$ cat config.mk
export PLATFORM = sky130hd
export DESIGN_NAME = chacha_fifo
export DESIGN_NICKNAME = d
export VERILOG_FILES = /design/src/hdl/chacha_pkg.sv /design/src/hdl/chacha_fifo.sv
export SDC_FILE = /design/constraint.sdc
export NUM_CORES = 1
export LEC_CHECK = 0
export BUFFER_PORTS_ARGS = -buffer_cell sky130_fd_sc_hd__buf_2
export CORE_MARGIN = 10
export CORE_UTILIZATION = 39
export CTS_BUF_LIST = sky130_fd_sc_hd__clkbuf_4
export DETAILED_ROUTE_END_ITERATION = 12
export PLACE_DENSITY = 0.65
export SYNTH_ARGS = -nofsm -noshare
export SYNTH_HDL_FRONTEND = slang
export SYNTH_SLANG_ARGS = --single-unit
$ cat constraint.sdc
create_clock -name aclk -period 2.7 [get_ports aclk]
set_clock_uncertainty 0.15 [all_clocks]
set_input_delay 0.675 -clock aclk [delete_from_list [all_inputs] [get_ports aclk]]
set_output_delay 0.675 -clock aclk [all_outputs]
set_load 0.01 [all_outputs]
$ cat src/hdl/chacha_pkg.sv
// ----------------------------------------------------------------------------
// ChaCha20 shared definitions
// Payload types, register indexes, sizing constants and round helpers used
// by the ChaCha20 stream cipher core.
// ----------------------------------------------------------------------------
package chacha_pkg;

    // Sizing defaults
    localparam int DOUBLE_ROUNDS_DEF = 10;
    localparam int FIFO_DEPTH_DEF    = 4;
    localparam int BLOCK_WORDS       = 16;
    localparam int BLOCK_BITS        = 512;
    localparam int CFG_INDEX_W       = 3;
    localparam int CFG_DATA_W        = 64;

    // Constant words "expand 32-byte k"
    localparam logic [31:0] SIGMA0 = 32'h6170_7865;
    localparam logic [31:0] SIGMA1 = 32'h3320_646e;
    localparam logic [31:0] SIGMA2 = 32'h7962_2d32;
    localparam logic [31:0] SIGMA3 = 32'h6b20_6574;

    // Configuration register indexes
    typedef enum logic [CFG_INDEX_W-1:0] {
        REG_KEY_01   = 3'd0,
        REG_KEY_23   = 3'd1,
        REG_KEY_45   = 3'd2,
        REG_KEY_67   = 3'd3,
        REG_NONCE_01 = 3'd4,
        REG_NONCE_2  = 3'd5,
        REG_INIT_CTR = 3'd6
    } cfg_reg_t;

    // Generator states
    typedef enum logic [1:0] {
        GEN_IDLE,
        GEN_RUN,
        GEN_FIN
    } gen_state_t;

    typedef struct packed {
        logic [7:0] data_byte;
        logic       last_byte;
    } in_item_t;

    typedef struct packed {
        logic [7:0] out_byte;
        logic       last_out;
        logic       counter_wrapped;
    } out_item_t;

    typedef struct packed {
        logic [255:0] key;
        logic [95:0]  nonce;
    } cipher_cfg_t;

    typedef struct packed {
        logic valid;
        logic wrapped;
    } ks_status_t;

    typedef struct packed {
        logic [31:0] a;
        logic [31:0] b;
        logic [31:0] c;
        logic [31:0] d;
    } quad_t;

    // Half of a quarter round: rotations 16/12 first, then 8/7
    function automatic quad_t qr_half(input quad_t q, input logic second);
        quad_t       r;
        logic [31:0] ta;
        logic [31:0] td;
        logic [31:0] tc;
        logic [31:0] tb;
        ta = q.a + q.b;
        td = q.d ^ ta;
        if (second) begin
            td = {td[23:0], td[31:24]};
        end else begin
            td = {td[15:0], td[31:16]};
        end
        tc = q.c + td;
        tb = q.b ^ tc;
        if (second) begin
            tb = {tb[24:0], tb[31:25]};
        end else begin
            tb = {tb[19:0], tb[31:20]};
        end
        r.a = ta;
        r.b = tb;
        r.c = tc;
        r.d = td;
        return r;
    endfunction

    // Initial block state, word i at bits 32*i
    function automatic logic [BLOCK_BITS-1:0] init_block(input cipher_cfg_t cfg,
                                                         input logic [31:0] ctr);
        return {cfg.nonce, ctr, cfg.key, SIGMA3, SIGMA2, SIGMA1, SIGMA0};
    endfunction

endpackage

$ cat src/hdl/chacha_fifo.sv
// ----------------------------------------------------------------------------
// ChaCha20 input queue
// Front end: accepts input transactions and holds them until the back end
// has keystream to apply.
// ----------------------------------------------------------------------------
module chacha_fifo #(
    parameter int DEPTH = chacha_pkg::FIFO_DEPTH_DEF
) (
    input  logic                 aclk,
    input  logic                 aresetn,
    input  logic                 s_valid,
    output logic                 s_ready,
    input  chacha_pkg::in_item_t s_data,
    output logic                 q_valid,
    input  logic                 q_pop,
    output chacha_pkg::in_item_t q_data
);

    localparam int PW = (DEPTH > 1) ? $clog2(DEPTH) : 1;
    localparam int CW = $clog2(DEPTH + 1);

    chacha_pkg::in_item_t mem_reg [DEPTH];
    logic [PW-1:0] wr_ptr_reg;
    logic [PW-1:0] rd_ptr_reg;
    logic [CW-1:0] count_reg;
    logic          push;

    assign s_ready = (count_reg != CW'(DEPTH));
    assign q_valid = (count_reg != '0);
    assign q_data  = mem_reg[rd_ptr_reg];
    assign push    = s_valid && s_ready;

    // Store accepted transactions
    always_ff @(posedge aclk) begin
        if (push) begin
            mem_reg[wr_ptr_reg] <= s_data;
        end
    end

    // Advance pointers and occupancy
    always_ff @(posedge aclk) begin
        if (!aresetn) begin
            wr_ptr_reg <= '0;
            rd_ptr_reg <= '0;
            count_reg  <= '0;
        end else begin
            if (push) begin
                wr_ptr_reg <= (wr_ptr_reg == PW'(DEPTH - 1)) ? '0 : wr_ptr_reg + 1'b1;
            end
            if (q_pop) begin
                rd_ptr_reg <= (rd_ptr_reg == PW'(DEPTH - 1)) ? '0 : rd_ptr_reg + 1'b1;
            end
            if (push && !q_pop) begin
                count_reg <= count_reg + 1'b1;
            end else if (!push && q_pop) begin
                count_reg <= count_reg - 1'b1;
            end
        end
    end

    assert property (@(posedge aclk) disable iff (!aresetn)
        q_pop |-> q_valid)
        else $error("queue popped while empty");

endmodule

* Word-level counts from Yosys, hierarchy flattened *
Memory sizes are Yosys's and may differ from the RTL's. A register that Yosys moved wholly into a read port is not among the register bits.
Cells that the tools add are included.

cells by class
  mux-type cells = 8
  add/subtract/negate cells = 4
  equality and inequality tests = 3
  reduce and logical (&&, ||, !) cells = 7

operators by type and width
  operator                                           count
  2-to-1 mux 2 bit                                   4
  2-to-1 mux 3 bit                                   2
  adder 2 x 1 -> 2 bit (second input constant)       2
  equality test 2 bit (second input constant)        2
  adder 3 x 1 -> 3 bit (second input constant)       1
  logical AND 1 bit                                  3
  != test 3 bit (second input constant)              1
  nonzero test 3 bit                                 1
  subtractor 3 x 1 -> 3 bit (second input constant)  1
  logical NOT 1 bit                                  2
  2-to-1 mux 1 bit                                   2
  nonzero test 2 bit                                 1

storage, ports and cells
  output and inout bits = 11
  memories kept = 1
  register bits after elaboration = 7
  word-level logic and storage cells = 26
  memory bits (writable) = 36

memory list
  memory   depth  width  rd ports  clocked after memory_dff  write ports  RTL line           RTL
  mem_reg  4      9      1         1                         1            chacha_fifo.sv:22  chacha_pkg::in_item_t mem_reg [DEPTH];

* Longest topological paths before layout *
  depth in word-level cells = 6
  gate-level depth with buffers = 9

* Least setup slack after synthesis *
OpenSTA, ideal clock, no wires.

  kind = input -> register
  start point = input s_valid
  end point = register count_reg[2]
  path buffers = 0
  data arrival time = 1.947 ns
  data required time = 2.480 ns
  cell stages on the path = 7
  path slack = 0.533 ns
  cell sequence = and2_4 ha_1 inv_1 fa_1 xor2_1 or3_1 a21boi_1

between the ends
  word-level cells in the longest chain between the ends = 4
  elaborated cells between the ends (all ways) = 6

RTL lines
  element                       RTL line           RTL
  start, declared               chacha_fifo.sv:11  input logic s_valid,
  logical AND 1 bit *           chacha_fifo.sv:31  assign push = s_valid && s_ready;
  logical NOT 1 bit             chacha_fifo.sv:55  end else if (!push && q_pop) begin
  logical AND 1 bit             chacha_fifo.sv:55
  nonzero test 2 bit (no line)  -
  end signal, assigned          chacha_fifo.sv:54  count_reg <= count_reg + 1'b1;
  end signal, assigned          chacha_fifo.sv:56  count_reg <= count_reg - 1'b1;
  end, declared                 chacha_fifo.sv:25  logic [CW-1:0] count_reg;

Mark *: on every way between the ends. The rest lies on a longest branch, timed or not.
A chain may end at the register's enable or synchronous reset.

==> results by group <==
Critical path
  – Worst-path maximum fanout: 6
  – Critical Path Start Type: flop
  – CP endpoint kind: output pin
  – Arrival @ worst endpoint: 1.66 ns
  – Crit path kind: flop to output pin
  – WP data required: 1.88 ns

Clock tree
  – Buffer depth of the longest clock path: 2
  – H-tree depth: 2
  – Setup bufs post-CTS: 0
  – Root Driver: clkbuf_4
  – Post-CTS resize count: 0
  – Hold-fix buffers at CTS: 0
  – TritonCTS Buffers: 5
  – Clock Latency Late Sink: 0.35 ns
  – CTS clk-pin slew, worst paths: 0.13 ns
  – CTS sink cnt: 45
  – CTS tree: built

Finish
  – Nets: 143
  – Finished Core Util: 46.3%
  – Commonest non-fill, non-tap cells in the layout: edfxtp_1, buf_2, mux4_2, dfxtp_1
  – # diodes: 0
  – Max reg flops: 36
  – Post-Layout Inst Area: 2030 um^2
  – Layout cell share with drive strength beyond 1: 38.7%
  – Synthesis-to-finish area growth: 14.0%
  – Most common cell after layout, fill and taps aside: edfxtp_1

Timing
  – Max Clock Freq: 402 MHz
  – Final min period: 2.49 ns
  – Worst slew pin tran: 0.445 ns
  – Final hold vios: 0
  – Final count of negative-setup-slack endpoints: 0
  – Slew Limit Fails: 0
  – Fin crit share: 92.1%
  – Slew headroom: 70.3%
  – RSZ-0062 raised after global routing: false
  – Post-Route Setup TNS: 0 ns

Synth
  – Post-synth ARST share: 0%
  – Sequential area share after synthesis: 70.7%
  – Post-synth EDFFs: 36
  – Top_reg_cell synth: edfxtp_1
  – Yosys top cell area share: 60.6%
  – Yosys reg bits: 45
  – Netlist cell types: 28
  – Synthesized area per cell: 18.6 um^2
  – Cell taking the most area after synthesis: edfxtp_1
  – Synth top area cells: edfxtp_1, mux4_2, dfxtp_1
  – YS warnings: 0
  – Syn Inst Count: 96
  – Cell Area, Synth: 1780 um^2
  – Syn nets: 116

Route
  – Wire length on met2: 1440 um
  – DR WL/cell: 16.2 um
  – DRC: 0
  – ANT nets after route: 0
  – DR iter-0 viols: 55
  – Via count: 894
  – Highest routing layer actually used: met4
  – Pre-Repair DR Iteration Count: 4
  – WL met3: 223 um
  – Final WL: 2860 um
  – DRT met1 WL: 1160 um
  – DR vias/cell: 5.08

Floorplanning
  – Die area: 7680 um^2
  – Row cnt: 24
  – # IOs: 24
  – Die H: 87.6 um
  – Die X: 87.6 um
  – Starting density of the core: 40.7%
  – Core area: 4380 um^2

Power
  – Switch Pwr: 0.386 mW
  – Combinational power share: 17.8%
  – Int Power: 1.17 mW
  – Part of the power in registers: 55.7%
  – Switching share of power: 24.8%
  – Pwr/cell area: 767 nW/um^2
  – Power share of the clock group: 26.5%
  – Maximum VDD drop: 0.333 mV
  – Leakage: 0.743 nW

Job
  – Max-Cap Viols: 0

Placement
  – Post-detail-place hpwl: 2100 um
  – Area after DPL: 1950 um^2
  – Global placement routability congestion: 0.694
  – Count of buffers from port buffering: 23

Run status
  – Status: finished, final reports clean

Hold path
  – Hold WC Path Type: flop to flop

GRT
  – Initial antenna violation count: 0
  – Vias in the first global route: 943
  – Total gr overflow: 0
  – Largest net degree at the start of global routing: 15
  – Wire length of the first global-routing pass: 4500 um
  – Global Route Usage Sum: 7.95%
[cell families (layout without fill, tap and decap cells)]
kind of cell / after synthesis / after routing / share of synthesized area [%]
flops: 45 / 45 / 70.7
xor+xnor: 2 / 2 / 0.983
fa+ha+maj: 7 / 7 / 5.33
buf+inv: 8 / 36 / 2.17
mux: 12 / 12 / 13.1
simple gates: 18 / 18 / 6.32
compound gates: 4 / 4 / 1.40
[power groups by stage]
stage | logic (mW) | registers [mW] | clock network, mW
final | 0.277 | 0.868 | 0.413
after floorplan | 0.203 | 0.869 | 0
after detailed placement | 0.284 | 0.886 | 0
after CTS | 0.285 | 0.870 | 0.426
after global placement | 0.274 | 0.881 | 0
after global routing | 0.312 | 0.879 | 0.461
[routing by layer]
metal | GRT usage, % | up-vias
met1 | 8.28 | 445
met3 | 4.46 | 5
li1 | - | 422
met2 | 13.3 | 22
met4 | 2.61 | 0
met5 | 0 | -
[worst max-delay path, cell delays in order (launching register included)]
cell and delay (ns):
dfxtp_2 0.42, buf_4 0.21, mux4_2 0.52, buf_2 0.16
[cell usage after synthesis, types with 3 or more instances]
master    instances
nand2_1           3
edfxtp_1         36
and3_2            4
mux2i_1           3
mux4_2            9
dfxtp_1           9
ha_1              6
inv_1             4
nor2b_1           3
[worst paths after layout]
kind / from / slack, ns / end / cells past startpoint
worst max register to register: count_reg[0]$_SDFFE_PN0P_ / 0.44 / count_reg[2]$_SDFFE_PN0P_ / 8
worst max-delay path: flop / 0.21 / q_data[3] / 3
worst min-delay path: wr_ptr_reg[1]$_SDFFE_PN0P_ / 0.36 / wr_ptr_reg[1]$_SDFFE_PN0P_ / 2
worst min register to register: wr_ptr_reg[1]$_SDFFE_PN0P_ / 0.36 / wr_ptr_reg[1]$_SDFFE_PN0P_ / 2
[per-stage QoR]
stage	worst slack, ns	power (mW)	hold slack [ns]	std cells
floorplan	0.533	1.07	0.310	96
CTS	0.0602	1.58	0.362	176
global route	0.111	1.65	0.348	176
finish	0.212	1.56	0.361	176
detailed placement	0.290	1.17	0.345	168
global placement	0.378	1.15	0.329	168
[final cells by class]
cell class	count	area, um^2
clock buffers	6	45.0
clock inverters	2	38.8
fillers	388	2350
inverters	4	15.0
multi-input cells	43	483
flip-flops and latches	45	1260
well taps	52	65.1
repair buffers	24	123
Power figures use the tool's default switching activity.
