==> src/hdl/chacha_pkg.sv <==
// ----------------------------------------------------------------------------
// ChaCha20 shared definitions
// Payload types, register indexes, sizing constants and round helpers used
// by the ChaCha20 stream cipher core.
// ----------------------------------------------------------------------------
package chacha_pkg;

    // Sizing defaults
    localparam int DOUBLE_ROUNDS_DEF = 10;
    localparam int FIFO_DEPTH_DEF    = 4;
    localparam int BLOCK_WORDS       = 16;
    localparam int BLOCK_BITS        = 512;
    localparam int CFG_INDEX_W       = 3;
    localparam int CFG_DATA_W        = 64;

    // Constant words "expand 32-byte k"
    localparam logic [31:0] SIGMA0 = 32'h6170_7865;
    localparam logic [31:0] SIGMA1 = 32'h3320_646e;
    localparam logic [31:0] SIGMA2 = 32'h7962_2d32;
    localparam logic [31:0] SIGMA3 = 32'h6b20_6574;

    // Configuration register indexes
    typedef enum logic [CFG_INDEX_W-1:0] {
        REG_KEY_01   = 3'd0,
        REG_KEY_23   = 3'd1,
        REG_KEY_45   = 3'd2,
        REG_KEY_67   = 3'd3,
        REG_NONCE_01 = 3'd4,
        REG_NONCE_2  = 3'd5,
        REG_INIT_CTR = 3'd6
    } cfg_reg_t;

    // Generator states
    typedef enum logic [1:0] {
        GEN_IDLE,
        GEN_RUN,
        GEN_FIN
    } gen_state_t;

    typedef struct packed {
        logic [7:0] data_byte;
        logic       last_byte;
    } in_item_t;

    typedef struct packed {
        logic [7:0] out_byte;
        logic       last_out;
        logic       counter_wrapped;
    } out_item_t;

    typedef struct packed {
        logic [255:0] key;
        logic [95:0]  nonce;
    } cipher_cfg_t;

    typedef struct packed {
        logic valid;
        logic wrapped;
    } ks_status_t;

    typedef struct packed {
        logic [31:0] a;
        logic [31:0] b;
        logic [31:0] c;
        logic [31:0] d;
    } quad_t;

    // Half of a quarter round: rotations 16/12 first, then 8/7
    function automatic quad_t qr_half(input quad_t q, input logic second);
        quad_t       r;
        logic [31:0] ta;
        logic [31:0] td;
        logic [31:0] tc;
        logic [31:0] tb;
        ta = q.a + q.b;
        td = q.d ^ ta;
        if (second) begin
            td = {td[23:0], td[31:24]};
        end else begin
            td = {td[15:0], td[31:16]};
        end
        tc = q.c + td;
        tb = q.b ^ tc;
        if (second) begin
            tb = {tb[24:0], tb[31:25]};
        end else begin
            tb = {tb[19:0], tb[31:20]};
        end
        r.a = ta;
        r.b = tb;
        r.c = tc;
        r.d = td;
        return r;
    endfunction

    // Initial block state, word i at bits 32*i
    function automatic logic [BLOCK_BITS-1:0] init_block(input cipher_cfg_t cfg,
                                                         input logic [31:0] ctr);
        return {cfg.nonce, ctr, cfg.key, SIGMA3, SIGMA2, SIGMA1, SIGMA0};
    endfunction

endpackage

==> src/hdl/chacha_back.sv <==
// ----------------------------------------------------------------------------
// ChaCha20 back end
// Applies one keystream byte to each queued transaction and holds the
// result in an output register.
// ----------------------------------------------------------------------------
module chacha_back (
    input  logic                              aclk,
    input  logic                              aresetn,
    input  logic                              restart,
    input  logic                              q_valid,
    output logic                              q_pop,
    input  chacha_pkg::in_item_t              q_data,
    input  logic [chacha_pkg::BLOCK_BITS-1:0] ks_data,
    input  chacha_pkg::ks_status_t            ks_stat,
    output logic                              ks_pop,
    output logic                              m_valid,
    input  logic                              m_ready,
    output chacha_pkg::out_item_t             m_data
);

    logic [5:0]            pos_reg;
    logic                  m_valid_reg;
    chacha_pkg::out_item_t m_data_reg;
    logic [7:0]            ks_byte;

    assign q_pop   = q_valid && ks_stat.valid && (!m_valid_reg || m_ready);
    assign ks_pop  = q_pop && (pos_reg == 6'h3f);
    assign ks_byte = ks_data[{pos_reg, 3'b000} +: 8];
    assign m_valid = m_valid_reg;
    assign m_data  = m_data_reg;

    // Result payload
    always_ff @(posedge aclk) begin
        if (q_pop) begin
            m_data_reg.out_byte        <= q_data.data_byte ^ ks_byte;
            m_data_reg.last_out        <= q_data.last_byte;
            m_data_reg.counter_wrapped <= ks_stat.wrapped;
        end
    end

    // Byte position and output valid
    always_ff @(posedge aclk) begin
        if (!aresetn) begin
            pos_reg     <= '0;
            m_valid_reg <= 1'b0;
        end else begin
            if (restart) begin
                pos_reg <= '0;
            end else if (q_pop) begin
                pos_reg <= pos_reg + 1'b1;
            end
            if (q_pop) begin
                m_valid_reg <= 1'b1;
            end else if (m_ready) begin
                m_valid_reg <= 1'b0;
            end
        end
    end

    assert property (@(posedge aclk) disable iff (!aresetn)
        ks_pop && !restart |=> pos_reg == '0)
        else $error("byte position not rewound at block end");

endmodule
==> config.mk <==
export PLATFORM = sky130hd
export DESIGN_NAME = chacha_back
export DESIGN_NICKNAME = d
export VERILOG_FILES = /design/src/hdl/chacha_pkg.sv /design/src/hdl/chacha_back.sv
export SDC_FILE = /design/constraint.sdc
export NUM_CORES = 1
export LEC_CHECK = 0
export BUFFER_PORTS_ARGS = -buffer_cell sky130_fd_sc_hd__buf_2
export CAP_MARGIN = 20
export CORE_AREA = 10 10 204 206
export DETAILED_ROUTE_END_ITERATION = 6
export DIE_AREA = 0 0 214 216
export SYNTH_ARGS = -nofsm -noshare
export SYNTH_HDL_FRONTEND = slang
export SYNTH_SLANG_ARGS = --single-unit
export TNS_END_PERCENT = 20
==> constraint.sdc <==
create_clock -name aclk -period 5.94 [get_ports aclk]
set_clock_uncertainty 0.1 [all_clocks]
set_input_delay 1.188 -clock aclk [delete_from_list [all_inputs] [get_ports aclk]]
set_output_delay 1.188 -clock aclk [all_outputs]
set_load 0.02 [all_outputs]
== Word-level counts from Yosys, hierarchy flattened ==
Cells that the tools add are included.

* Logic and storage cells: 19
* Output and inout port bits: 13
* Register bits after elaboration: 17
* Bits in latches: 0
* Memory bits (read-only): 0
* Input port bits: 528
* Memory bits (writable): 0
* Memories: 0

* Shifts and indexed selects: 1
* Magnitude comparators: 0
* Eq/ne operators: 1
* Reductions and logical operators: 7
* Bitwise logic cells: 2
* Mux-type cells: 2
* Multipliers: 0
* $add $sub $neg: 1
* Div/mod/pow operators: 0

{| class="wikitable"
|+ Operators by type and width
! kind !! number
|-
| 512-bit by 10-bit variable part select with 8-bit output || 1
|-
| 8-bit XOR || 1
|-
| 6-bit by 1-bit adder with 6-bit output (second input constant) || 1
|-
| 6-bit == test (second input constant) || 1
|-
| 1-bit logical AND || 3
|-
| 1-bit 2-to-1 mux || 2
|-
| 2-bit nonzero test || 1
|-
| 2-bit OR reduction || 1
|-
| 1-bit logical NOT || 1
|-
| 1-bit logical OR || 1
|-
| 1-bit inverter || 1
|}

== Depth between registers and ports, before layout ==
Gate-level depths: netlist (run 1).

* Word-level depth: 4
* Gate-level depth with buffers: 10

== Least setup slack after synthesis (run 1) ==
No wires, ideal clock.

* Path type: input to output
* Start: input m_ready
* End: output ks_pop
* Path slack: 2,013 ps
* Arrival: 2,639 ps
* Buffers on the path: 1
* Stages: 6
* Path through: nand2b_1 > nor2b_1 > clkbuf_1 > nand2_1 > nor2_1 > and3_1

* Longest elaborated chain between the ends: 3

{| class="wikitable"
|+ RTL lines
! item !! RTL line !! source
|-
| start, declared || chacha_back.sv:17 || <nowiki>input logic m_ready,</nowiki>
|-
| 1-bit logical OR || chacha_back.sv:26 || <nowiki>assign q_pop = q_valid && ks_stat.valid && (!m_valid_reg || m_ready);</nowiki>
|-
| 1-bit logical AND || chacha_back.sv:26 ||
|-
| named net q_pop || chacha_back.sv:11 || <nowiki>output logic q_pop,</nowiki>
|-
| 1-bit logical AND || chacha_back.sv:27 || <nowiki>assign ks_pop = q_pop && (pos_reg == 6'h3f);</nowiki>
|-
| end, declared || chacha_back.sv:15 || <nowiki>output logic ks_pop,</nowiki>
|}

The timed path passes the listed nets, and every way through them passes these cells.

== Worst setup path in the final report (run 1) ==
* Start: input m_ready
* End: output ks_pop

* Longest elaborated chain between the ends: 3

{| class="wikitable"
|+ RTL lines
! item !! RTL line
|-
| 1-bit logical OR || chacha_back.sv:26
|-
| 1-bit logical AND || chacha_back.sv:26
|-
| 1-bit logical AND || chacha_back.sv:27
|}

No other way between the ends.

==> results of run 1 <==
worst max-delay path, delay by kind of cell:
family,cells,cell delay (ns)
buffers and inverters,3,0.50
AND/OR/NAND/NOR,5,0.75
cell families (layout without fill, tap and decap cells):
| family | after synthesis | count (layout) | share of synthesized area |
|---|---|---|---|
| other cells | 0 | 8 | 0 |
| simple gates | 66 | 66 | 0.06281 |
| buf+inv | 55 | 556 | 0.06306 |
| fa+ha+maj | 1 | 1 | 0.002512 |
| xor+xnor | 13 | 13 | 0.02286 |
| flops | 17 | 17 | 0.08844 |
| compound gates | 73 | 73 | 0.1153 |
| mux | 175 | 175 | 0.6450 |
power by group through the flow:
stage | logic [mW] | clock network (mW) | registers (mW)
2_1_floorplan | 0.138 | 0 | 0.141
3_3_place_gp | 0.348 | 0 | 0.140
3_5_place_dp | 0.356 | 0 | 0.140
4_1_cts | 0.357 | 0.136 | 0.138
5_1_grt | 0.381 | 0.141 | 0.139
6_report | 0.352 | 0.134 | 0.137
metal layers:
metal / track usage / up-vias
li1: - / 2751
met1: 0.1662 / 3013
met2: 0.2618 / 378
met3: 0.04448 / 34
met4: 0.02523 / 8
met5: 0 / -
synthesized netlist by cell type, types with 9 or more instances:
cell type	number	area share
a21oi_1	10	0.010
buf_2	20	0.020
buf_4	10	0.015
clkbuf_1	15	0.011
edfxtp_1	10	0.060
mux2_2	27	0.061
mux2i_1	34	0.068
mux4_2	114	0.52
nand2_1	29	0.022
nand3_1	10	0.010
nor2_1	11	0.0083
o211ai_1	9	0.014
xor2_1	10	0.018
cell type report:
class	count	area (µm²)	area share
antenna	8	20.02	0.002433
clock buffer	3	75.07	0.009123
clock inverter	1	5.005	0.0006082
inverter	2	7.507	0.0009123
multi-input combinational	328	4225	0.5135
sequential	17	454.2	0.05519
tap	511	639.4	0.07769
timing repair buffer	550	2803	0.3406
path summary, 6_finish.rpt:
check                               start  depth (start not counted)  slack, ns                    to
setup / recovery                  m_ready                          8       2.20                ks_pop
hold / removal       m_valid$_SDFFE_PN0P_                          2       0.43  m_valid$_SDFFE_PN0P_
setup reg to reg  pos_reg[2]$_SDFFE_PP0P_                          6       2.32   m_data[6]$_DFFE_PP_
hold reg to reg      m_valid$_SDFFE_PN0P_                          2       0.43  m_valid$_SDFFE_PN0P_
per-stage QoR:
step,setup WS (ns),util,instance area [µm²]
floorplan,2.013,-,4980
detailed placement,2.179,0.2174,8129
global route,2.068,0.2197,8217
global placement,2.135,0.2172,8122
CTS,2.164,0.2195,8209
finish,2.198,0.2200,8229
==> flow_summary.yaml, run 1 <==
outcome:
  status: "finished clean"
sta:
  fin_crit_ns: 3.742
  layout_worst_path_cycle_share: 0.6300
  setup-violations-final: 0
  setup_tns_ns: 0
  drv_slew: 0
  timing.hold.ws_ns: 0.4300
  relSlewSlack: 0.3214
  finalHoldViolCount: 0
  grt_setup_unrepaired: "no"
  worstMarginPinSlew_ns: 1.018
  fmaxAchievable_ghz: 0.2672
critical_path:
  cp-end-kind: "output pin"
  crit_top_cell: "buf_2"
  path_class: "input port to output pin"
  startpoint_type: "input port"
  max_stage_delay_ns: 0.26
  timing.critical_path.cells: "buf_2 -> nand2b_1 -> nor2b_1 -> buf_4 -> nand2_1 -> nor2_1 -> and3_1 -> buf_2"
  worstPathMaxFanout: 16
  cp_slowest_cell: "buf_4"
  required_ns: 4.65
  arrival_ns: 2.45
power_and_ir_drop:
  p_sw_frac: 0.2885
  power_mw: 0.6229
  powerDensity_nw_per_um2: 75.69
  comb_power_share: 0.565
  p_clk_frac: 0.214
  intPower_mw: 0.4432
  ir_drop_v: 0.0001260
  seq_power_share: 0.221
  power_leakage_nw: 3.384
  p_switching_mw: 0.1797
clocking:
  cts-root-buf: "clkbuf_16"
  cts_setup_buffers: 0
  cts-htree-levels: 1
  clk_latency_ns: 0.24
  clkSinkCount: 17
  numCtsBuffers: 3
  cts_resized: 0
  cts_tree: "done"
  clk_pin_slew_ns: 0.05
  postCtsHoldBufs: 0
  cts_buffer_depth: 2
yosys:
  syn_nets: 929
  ys_async_sr_fraction: 0
  yosysUniqueCellTypes: 44
  ys_warn_count: 0
  synth-seq-area-share: 0.08844
  syn_area_um2: 4980
  ys_seq_elements: 17
  synth_ff_type: "edfxtp_1"
  synth-edff-count: 10
  avgSynthCellArea_um2: 12.45
  syn_inst: 400
cells_and_area:
  fin_cells: 1420
  layout_commonest_cell: "buf_2"
  fin_nets: 1431
  syn_to_final_growth_pct: 65.25
  nFillCells: 4108
  final_cell_mix: "buf_2 (540), mux4_2 (114), mux2i_1 (34)"
  drive_above_1_share: 0.7880
  largest_reg_flops: 10
placement:
  dp.cells: 1408
  hpwl_um: 31660
  port-buffer-count: 540
  gp_congestion: 0.9299
route:
  drt_wl_total_um: 35710
  route.met2.wl_um: 18100
  firstDrtPassIters: 4
  highest_layer: "met5"
  route.met3.wl_um: 3016
  vias: 6184
  initialDrtViolationCount: 364
  ant_nets: 0
  wl_per_cell_um: 25.15
  drc: 0
  via_per_inst: 4.355
  drt-met1-wl_um: 14040
worst_hold_path:
  worst_hold_path_type: "register to register"
global_route:
  grt_pass1_vias: 7244
  grt_pass1_wl_um: 49760
  grt-ovfl-total: 0
  antenna_found_initial: 14
  grt_usage: 0.1450
  grt_max_degree: 67
die:
  start_util: 0.1332
  std_cell_rows: 71
  ios: 541
  dieArea_um2: 46220
  die_width_um: 214
  core_area_um2: 37400
  die_h_um: 216
run:
  cap_violations: 0
No activity file was read; power rests on OpenSTA's default activity.
==> run 2: changes to the inputs <==
--- a/config.mk
+++ b/config.mk
@@ -7,9 +7,9 @@
 export LEC_CHECK = 0
 export BUFFER_PORTS_ARGS = -buffer_cell sky130_fd_sc_hd__buf_2
 export CAP_MARGIN = 20
-export CORE_AREA = 10 10 204 206
+export CORE_AREA = 10 10 203 205
 export DETAILED_ROUTE_END_ITERATION = 6
-export DIE_AREA = 0 0 214 216
+export DIE_AREA = 0 0 213 215
 export SYNTH_ARGS = -nofsm -noshare
 export SYNTH_HDL_FRONTEND = slang
 export SYNTH_SLANG_ARGS = --single-unit
==> constraint.sdc (replaced) <==
create_clock -name aclk -period 3.12 [get_ports aclk]
set_clock_uncertainty 0.1 [all_clocks]
set_input_delay 0.624 -clock aclk [delete_from_list [all_inputs] [get_ports aclk]]
set_output_delay 0.624 -clock aclk [all_outputs]
set_load 0.02 [all_outputs]
==> run 2 against run 1 <==
Clock power increased by 110%; critical path depth decreased by 1; first-iteration DRC count is 0.82% higher; setup slack got worse by 1.9 ns; design area is 2.3% higher; hold slack got worse by 0.018 ns; largest power group unchanged; wire length up 8.2%; non-clock buffer count up 22; utilization increased by 0.62 points; count of clock-buffer cells in the layout unchanged.
==> flow_summary.yaml, run 2 (synthesis results as in run 1) <==
outcome:
  status: "finished clean"
critical_path:
  arrival_ns: 2.71
  r2r_cells: 7
  timing.rr.end: "m_data[8]$_DFFE_PP_"
  r2r-start: "pos_reg[1]$_SDFFE_PP0P_"
  cp_slowest_cell: "dfxtp_4"
  cp-end-kind: "register"
  startpoint_type: "register"
  timing.critical_path.cells: "buf_12 -> nor3b_1 -> buf_4 -> a221o_1 -> a221oi_1 -> o31ai_1 -> xor2_1"
  max_stage_delay_ns: 0.58
  path_class: "register to register"
  reg2reg_slack_ns: 0.32
  required_ns: 3.02
  worstPathMaxFanout: 28
placement:
  gp_congestion: 0.9207
  place_ws_ns: 0.2819
  port-buffer-count: 540
  hpwl_um: 34870
cells_and_area:
  post-route-util: 0.2262
  nFillCells: 4091
  syn_to_final_growth_pct: 69.10
  largest_reg_flops: 10
  register_area_um2: 454.2
  layout_commonest_cell: "buf_2"
  multi_input_area_um2: 4225
  final_cell_mix: "buf_2 (540), mux4_2 (114), mux2i_1 (34)"
  drive_above_1_share: 0.7931
  fin_nets: 1453
clocking:
  clk_pin_slew_ns: 0.06
  numCtsBuffers: 3
  cts_resized: 0
  cts_buffer_depth: 2
  clkSinkCount: 17
  cts_tree: "done"
  clk_latency_ns: 0.26
  postCtsHoldBufs: 0
  cts_setup_buffers: 0
  cts-root-buf: "clkbuf_16"
  cts-htree-levels: 1
route:
  initialDrtViolationCount: 367
  route.met2.wl_um: 19350
  firstDrtPassIters: 5
  route.met3.wl_um: 3864
  drc: 0
  wl_per_cell_um: 27.52
  drt-met1-wl_um: 15010
  via_per_inst: 4.505
  vias: 6325
  drt_wl_total_um: 38640
  ant_nets: 0
  highest_layer: "met5"
global_route:
  grt_pass1_wl_um: 52480
  antenna_found_initial: 13
  grt_max_degree: 33
  grt_usage: 0.1597
  grt-ovfl-total: 0
  grt_pass1_vias: 7335
worst_hold_path:
  min_from: "m_valid$_SDFFE_PN0P_"
  worst_hold_path_type: "register to register"
  hold_path_depth: 2
  whs_endpoint: "m_valid$_SDFFE_PN0P_"
die:
  dieArea_um2: 45800
  start_util: 0.1338
  core_area_um2: 37220
  std_cell_rows: 71
  die_h_um: 215
  ios: 541
  die_width_um: 213
sta:
  layout_worst_path_cycle_share: 0.8983
  setup-violations-final: 0
  fin_crit_ns: 2.803
  timing.hold.ws_ns: 0.4116
  grt_setup_unrepaired: "no"
  relSlewSlack: 0.5405
  fmaxAchievable_ghz: 0.3568
  finalHoldViolCount: 0
  worstMarginPinSlew_ns: 0.6892
  setup_tns_ns: 0
  drv_slew: 0
  postLayoutSetupSlackWorst_ns: 0.3174
power_and_ir_drop:
  ir_drop_v: 0.0001303
  powerDensity_nw_per_um2: 148.3
  power_leakage_nw: 3.519
run:
  cap_violations: 0
[run 2: worst max-delay path, delay by kind of cell (launching register included)]
family | cells | cell delay, ns
AOI/OAI and AO/OA | 3 | 1.06
and+or+nand+nor | 1 | 0.14
xor gates and xnor gates | 1 | 0.17
DFF | 1 | 0.58
buffers and inverters | 2 | 0.47
[run 2: layout make-up]
class	count	area share
Antenna cell	7	0.002080
Clock buffer	3	0.008915
Clock inverter	1	0.0005944
Inverter	2	0.0008915
Multi-Input combinational cell	328	0.5018
Sequential cell	17	0.05394
Tap cell	474	0.07043
Timing Repair Buffer	572	0.3614
[run 2: power breakdown]
group / switching [mW] / total [mW] / internal (mW)
sequential: 0.00986 / 0.258 / 0.248
clock: 0.110 / 0.283 / 0.173
combinational: 0.275 / 0.708 / 0.433
total: 0.395 / 1.25 / 0.854
[run 2: worst max path at each step]
stage | from | end | slack [ns] | cells after the start
6_report | pos_reg[1]$_SDFFE_PP0P_ | m_data[8]$_DFFE_PP_ | 0.32 | 7
5_1_grt | pos_reg[1]$_SDFFE_PP0P_ | m_data[8]$_DFFE_PP_ | 0.15 | 7
4_1_cts | pos_reg[1]$_SDFFE_PP0P_ | m_data[8]$_DFFE_PP_ | 0.27 | 7
3_5_place_dp | pos_reg[1]$_SDFFE_PP0P_ | m_data[8]$_DFFE_PP_ | 0.28 | 7
3_3_place_gp | pos_reg[1]$_SDFFE_PP0P_ | m_data[8]$_DFFE_PP_ | 0.24 | 7
2_1_floorplan | m_ready | ks_pop | 0.32 | 6
[run 2: layer usage]
metal	GRT usage	vias to the layer above
li1	-	2795
met1	0.1839	3096
met2	0.2834	392
met3	0.05472	30
met4	0.02238	12
met5	0	-
[run 2: per-stage QoR]
step	total power, mW	area (µm²)	std cells
4_1_cts	1.275	8403	1397
3_3_place_gp	0.9748	8323	1393
3_5_place_dp	0.9782	8323	1393
5_1_grt	1.326	8411	1400
2_1_floorplan	0.5298	4980	400
6_report	1.249	8421	1404
